<file path="src/sv/ipa_pkg.sv">
// ============================================================================
// ipa_pkg: shared definitions for the slot index pool allocator
// Holds the default sizing, field widths, operation and status codes and the
// command and status bundles exchanged between controller and datapath.
// ============================================================================
`default_nettype none

package ipa_pkg;

    // Default sizing of the allocator.
    localparam int MAX_SLOTS_DEF  = 1024;
    localparam int POOL_COUNT_DEF = 4;

    // Fixed field widths of the streaming and configuration ports.
    localparam int MODE_W   = 2;
    localparam int POOL_W   = 2;
    localparam int SLOT_W   = 10;
    localparam int STATUS_W = 3;
    localparam int SIZE_W   = 11;
    localparam int CFG_AW   = 2;
    localparam int IN_TW    = 16;
    localparam int OUT_TW   = 16;

    // Operation requested by an input transaction.
    typedef enum logic [MODE_W-1:0] {
        MODE_ALLOC   = 2'd0,
        MODE_RELEASE = 2'd1,
        MODE_APPLY   = 2'd2,
        MODE_NOP     = 2'd3
    } mode_t;

    // Result status reported with every output transaction.
    typedef enum logic [STATUS_W-1:0] {
        ST_OK     = 3'd0,
        ST_EMPTY  = 3'd1,
        ST_ABSENT = 3'd2,
        ST_RANGE  = 3'd3,
        ST_FULL   = 3'd4
    } status_t;

    // Controller states.
    typedef enum logic [1:0] {
        S_IDLE,
        S_FINISH,
        S_AP_READ,
        S_AP_WRITE
    } ctrl_state_t;

    // Commands from the controller to the datapath.
    typedef struct packed {
        logic accept;    // input transaction taken this cycle
        logic ap_read;   // read the next pending entry of the current pool
        logic ap_write;  // push the pending entry just read onto the free stack
        logic ap_next;   // close the current pool's list and move to the next pool
        logic load_out;  // move the finished result into the output register
    } ipa_cmd_t;

    // Status from the datapath to the controller.
    typedef struct packed {
        logic in_is_apply;  // offered input item is an apply
        logic pools_done;   // apply walk has passed the last pool
        logic list_done;    // current pool's pending list fully moved
        logic out_free;     // output register can take a result this cycle
    } ipa_sts_t;

endpackage

`default_nettype wire

</file>
<file path="src/sv/ipa_ctrl.sv">
// ============================================================================
// ipa_ctrl: sequencer of the slot index pool allocator
// Accepts transactions, steps the pending-release walk of an apply and hands
// finished results to the output register.
// ============================================================================
`default_nettype none

module ipa_ctrl
(
    input  wire logic              clk,
    input  wire logic              rst_n,
    input  wire logic              s_axis_tvalid,
    output logic                   s_axis_tready,
    input  wire logic              cfg_valid,
    output logic                   cfg_ready,
    input  wire ipa_pkg::ipa_sts_t sts,
    output ipa_pkg::ipa_cmd_t      cmd
);

    ipa_pkg::ctrl_state_t state_reg;
    ipa_pkg::ctrl_state_t state_next;

    always_ff @(posedge clk or negedge rst_n)
    begin
        if (!rst_n)
        begin
            state_reg <= ipa_pkg::S_IDLE;
        end
        else
        begin
            state_reg <= state_next;
        end
    end

    always_comb
    begin
        state_next    = state_reg;
        cmd           = '0;
        s_axis_tready = 1'b0;
        cfg_ready     = 1'b0;
        unique case (state_reg)
            ipa_pkg::S_IDLE:
            begin
                // A register write goes first when both sides offer at once.
                cfg_ready     = 1'b1;
                s_axis_tready = !cfg_valid;
                if (s_axis_tvalid && !cfg_valid)
                begin
                    cmd.accept = 1'b1;
                    state_next = sts.in_is_apply ? ipa_pkg::S_AP_READ
                                                 : ipa_pkg::S_FINISH;
                end
            end
            ipa_pkg::S_AP_READ:
            begin
                if (sts.pools_done)
                begin
                    state_next = ipa_pkg::S_FINISH;
                end
                else if (sts.list_done)
                begin
                    cmd.ap_next = 1'b1;
                end
                else
                begin
                    cmd.ap_read = 1'b1;
                    state_next  = ipa_pkg::S_AP_WRITE;
                end
            end
            ipa_pkg::S_AP_WRITE:
            begin
                cmd.ap_write = 1'b1;
                state_next   = ipa_pkg::S_AP_READ;
            end
            ipa_pkg::S_FINISH:
            begin
                if (sts.out_free)
                begin
                    cmd.load_out = 1'b1;
                    state_next   = ipa_pkg::S_IDLE;
                end
            end
            default:
            begin
                state_next = ipa_pkg::S_IDLE;
            end
        endcase
    end

endmodule

`default_nettype wire

</file>
<file path="config.mk">
export PLATFORM = sky130hd
export DESIGN_NAME = ipa_ctrl
export DESIGN_NICKNAME = d
export VERILOG_FILES = /design/src/sv/ipa_pkg.sv /design/src/sv/ipa_ctrl.sv
export SDC_FILE = /design/constraint.sdc
export NUM_CORES = 1
export LEC_CHECK = 0
export BUFFER_PORTS_ARGS = -buffer_cell sky130_fd_sc_hd__buf_2
export CORE_AREA = 2 2 39 41
export CTS_BUF_LIST = sky130_fd_sc_hd__clkbuf_16
export DETAILED_ROUTE_END_ITERATION = 8
export DIE_AREA = 0 0 41 43
export GPL_ROUTABILITY_DRIVEN = 0
export PLACE_DENSITY_LB_ADDON = 0.05
export SLEW_MARGIN = 5
export SYNTH_ARGS = -nofsm -noshare
export SYNTH_HDL_FRONTEND = slang
export SYNTH_SLANG_ARGS = --single-unit
</file>
<file path="constraint.sdc">
create_clock -name clk -period 1.68 [get_ports clk]
set_input_delay 0.084 -clock clk [delete_from_list [all_inputs] [get_ports clk]]
set_output_delay 0.084 -clock clk [all_outputs]
set_load 0.02 [all_outputs]
</file>
==> reports/qor.yml, run 1 <==
timing.hold.ws_ns: 0.124
drv_cap: 0
clkLatencyLatePin_ns: 0.22
grt_use_met3_pct: 3.14
setup_viol: 0
crit_fanout: 8
drc: 0
startpoint: "state_reg[0]"
layout_min_cycle_time_ns: 1.53
wl_per_cell_um: 9.82
synth_fp_nets: 24
p_total_mw: 0.644
skew_ns: 0.000202
period_share_pct: 91.0
grt_pass1_vias: 191
dr.first_iter.drc_count: 0
fillers: 155
drive_gt1_share_pct: 58.8
dp_hpwl_um: 372
firstDrtPassIters: 1
cts_sinks: 2
drv_slew: 0
cp_data_arrival_time_ns: 1.44
final_nets: 44
final_common_cell: "buf_2"
worstHoldStart: "sts[3]"
leakage_nw: 0.170
cts-resized-gates: 0
largest_register_ff_count: 2
crit_type: "flop to output port"
n_antenna_cell: 0
viasPerCell: 3.74
vias: 187
synth_top_cell_area_share_pct: 33.6
regArea_um2: 50.0
final_cell_area_um2: 324
dp.cells: 46
met1_usage_pct: 7.99
core_mm2: 0.00138
grt_setup_unrepaired: "no"
reg2reg_from: "state_reg[0]"
synthDistinctLibCells: 13
seq_area_frac_synth_pct: 33.6
cts-root-buf: "clkbuf_16"
end_kind: "output port"
crit_required_ns: 1.60
max-vdd-ir-drop_mv: 0.345
fp.dieH_um: 43
clock_path_buffers: 2
syn_area_um2: 149
grt_overflow: 0
r2r_cells: 2
cts_max_level: 1
rows: 14
tns_ns: 0
area_delta_synth_final_pct: 118
place_area_um2: 239
io_pins: 15
synth.avg_cell_area_um2: 9.31
final_cell_mix: "buf_2 (14), clkbuf_16 (3), nand2b_1 (2), nor3_1 (2), dfrtp_1 (2)"
status: "completed"
finalHoldViolCount: 0
top_usage_layer: "met4"
slew_headroom_pct: 85.3
min_path_type: "input port to flop"
die-area_mm2: 0.00176
cts_setup_buffers: 0
path_clk_slew_ns: 0.03
instances_no_fill: 50
fp.dieW_um: 41
fmax_mhz: 654
grt_pass1_wl_um: 759
initial_core_util_pct: 10.8
ant_nets: 0
yosys_warnings: 0
drt-total-wl_um: 491
critPathLaunchType: "flop"
worstMarginPinSlew_ns: 0.220
yosys-top-cells-area: "dfrtp_1 (34%), or4b_4 (9.2%), nand2b_1 (8.4%), nor3_1 (6.7%), a22o_1 (5.9%)"
ys_seq_elements: 2
multiInputGateArea_um2: 95.1
groute.usage.overall_pct: 7.31
cts_tree: "yes"
io_buffer_count: 14
met2_usage_pct: 8.44
cts_hold_buf: 1
antenna_found_initial: 0
synth_cells: 16
hold_depth: 2
power_density_mw_per_mm2: 1990
synth_area_leader_cell: "dfrtp_1"
cts_buffers: 3
grt_max_degree: 9
## cell families after synthesis
group	Yosys count	share of synthesized area, %
simple gates	11	52.1
flops	2	33.6
compound gates	2	11.8
buf+inv	1	2.52
## report_power, final
part / leakage (nW) / internal (mW) / switching [mW]
Clock: 0.0370 / 0.303 / 0.0521
Combinational: 0.107 / 0.0845 / 0.102
Sequential: 0.0261 / 0.0677 / 0.0354
## synth_stat cells (all sizes together)
| master | count |
|---|---|
| a22o | 1 |
| and2 | 1 |
| and3b | 1 |
| dfrtp | 2 |
| inv | 1 |
| nand2b | 2 |
| nor2 | 1 |
| nor2b | 1 |
| nor3 | 2 |
| nor3b | 1 |
| o221ai | 1 |
| or3b | 1 |
| or4b | 1 |
## cell type report
class                   instances  area share [%]
clock buffers                   3            23.2
inverters                       1            1.16
multi-input cells              13            29.3
flip-flops and latches          2            15.4
well taps                      16            6.18
repair buffers                 15            24.7
## metal layers
metal | vias to the layer above | part of all wire, % | routed length [µm]
li1 | 95 | - | -
met2 | 12 | 46 | 228
met4 | 0 | 3.9 | 19
met5 | - | 0 | 0
met1 | 78 | 42 | 204
met3 | 2 | 7.7 | 38
## per-stage QoR
step           util, %  setup WS [ns]
2_1_floorplan        -          0.409
3_3_place_gp      17.3          0.365
3_5_place_dp      17.3          0.360
4_1_cts           23.4          0.126
5_1_grt           23.4         0.0920
6_report          23.4          0.152
## path summary, 6_finish.rpt
check,to,slack [ns]
worst max-delay path,cmd[4],0.15
worst min-delay path,state_reg[1],0.12
worst max register to register,state_reg[0],0.39
worst min register to register,state_reg[1],0.65
max in group asynchronous,state_reg[1],1.41
min in group asynchronous,state_reg[0],0.18
## worst max-delay path, cell delays in order (launching register included)
cell	delay, ns
dfrtp_1	0.43
or4b_4	0.57
inv_2	0.07
buf_2	0.15
Power figures use the tool's default switching activity.
==> run 2, diff against run 1 <==
--- a/config.mk
+++ b/config.mk
@@ -12,6 +12,7 @@
 export DIE_AREA = 0 0 41 43
 export GPL_ROUTABILITY_DRIVEN = 0
 export PLACE_DENSITY_LB_ADDON = 0.05
+export SETUP_SLACK_MARGIN = 0.2
 export SLEW_MARGIN = 5
 export SYNTH_ARGS = -nofsm -noshare
 export SYNTH_HDL_FRONTEND = slang
==> reports/qor.yml, run 2 (synthesis gave the netlist of run 1 again) <==
status: "completed"
end_kind: "output port"
final_nets: 47
fillers: 152
viasPerCell: 3.81
setup_viol: 0
r2r_cells: 2
die-area_mm2: 0.00176
drive_gt1_share_pct: 67.6
timing.hold.ws_ns: 0.129
ant_nets: 0
final_util_pct: 25.4
cts_max_level: 1
grt_pass1_wl_um: 862
vias: 202
power_density_mw_per_mm2: 2010
final_common_cell: "buf_2"
largest_register_ff_count: 2
n_antenna_cell: 0
r2r_slack_ns: 0.46
cp.buffers_inverters: 2
groute.usage.overall_pct: 8.32
holdPathEnd: "state_reg[1]"
grt_pass1_vias: 204
top_usage_layer: "met1"
grt_max_degree: 8
path_clk_slew_ns: 0.03
grt_use_met3_pct: 3.14
io_pins: 15
crit_path_cell_trace: "or4b_4, inv_2, buf_4"
worstMarginPinSlew_ns: 0.176
slowest_stage: "or4b_4"
critPathLaunchType: "flop"
clock_path_buffers: 2
io_buffer_count: 14
place_area_um2: 239
cts_tree: "yes"
finalHoldViolCount: 0
fp.dieW_um: 41
cts-root-buf: "clkbuf_16"
area_delta_synth_final_pct: 136
hold_depth: 2
leakage_nw: 0.183
r2r_end: "state_reg[0]"
antenna_found_initial: 0
cts_buffers: 3
crit_family: "simple AND/OR/NAND/NOR gates"
met1_usage_pct: 11.2
max-vdd-ir-drop_mv: 0.377
dp_hpwl_um: 372
met2_usage_pct: 8.44
clkLatencyLatePin_ns: 0.22
min_path_type: "input port to flop"
place_ws_ns: 0.360
drc: 0
fmax_mhz: 698
dr.first_iter.drc_count: 2
crit_type: "flop to output port"
cts_sinks: 2
final_cell_area_um2: 352
rows: 14
period_share_pct: 85.2
crit_fanout: 2
slew_headroom_pct: 88.3
cp_data_arrival_time_ns: 1.35
worstHoldStart: "sts[3]"
drv_slew: 0
crit_required_ns: 1.60
layout_min_cycle_time_ns: 1.43
wl_per_cell_um: 10.6
drt-total-wl_um: 563
drv_cap: 0
tns_ns: 0
max_stage_delay_ns: 0.53
fp.dieH_um: 43
initial_core_util_pct: 10.8
final_cell_mix: "buf_2 (13), buf_4 (4), clkbuf_16 (3)"
grt_overflow: 0
grt_setup_unrepaired: "no"
core_mm2: 0.00138
final.setup.worst_slack_ns: 0.248
reg2reg_from: "state_reg[1]"
firstDrtPassIters: 4
skew_ns: 0.0000785
[run 2: layout make-up]
type,instances,area (µm²),area share (%)
Clock buffer,3,75.1,21.4
Inverter,1,3.75,1.07
Multi-Input combinational cell,13,95.1,27.0
Sequential cell,2,52.6,14.9
Tap cell,16,20.0,5.69
Timing Repair Buffer,18,105,29.9
[run 2: through the flow]
stage / power (mW) / instances
6_report: 0.705 / 53
5_1_grt: 0.741 / 53
4_1_cts: 0.715 / 53
3_5_place_dp: 0.295 / 46
3_3_place_gp: 0.294 / 46
2_1_floorplan: 0.221 / 16
[run 2: where the power goes]
part	internal (mW)	switching, mW
Clock	0.303	0.0523
Combinational	0.124	0.136
Sequential	0.0716	0.0183
[run 2: worst max-delay path by stage]
stage	startpoint	end	slack, ns	cells past startpoint
final	state_reg[1]	cmd[4]	0.25	3
after CTS	state_reg[0]	cmd[4]	0.21	3
after global placement	state_reg[0]	state_reg[0]	0.36	2
after global routing	state_reg[0]	cmd[1]	0.20	4
after detailed placement	state_reg[0]	cmd[4]	0.36	3
after floorplan	state_reg[0]	state_reg[1]	0.41	3
[run 2: routing by layer]
| layer | part of all wire [%] | vias to the layer above |
|---|---|---|
| li1 | - | 101 |
| met1 | 48 | 87 |
| met2 | 42 | 12 |
| met3 | 6.7 | 2 |
| met4 | 3.4 | 0 |
| met5 | 0 | - |
[run 2: repair_timing]
| item | CTS | global route |
|---|---|---|
| pin swaps | 0 | 1 |
| endpoints found under the setup margin | 1 | 1 |
| hold buffers | 1 | 0 |
| hold endpoints to repair | 2 | 0 |
| resized for setup | 3 | 0 |
| buffers inserted | 3 | 0 |
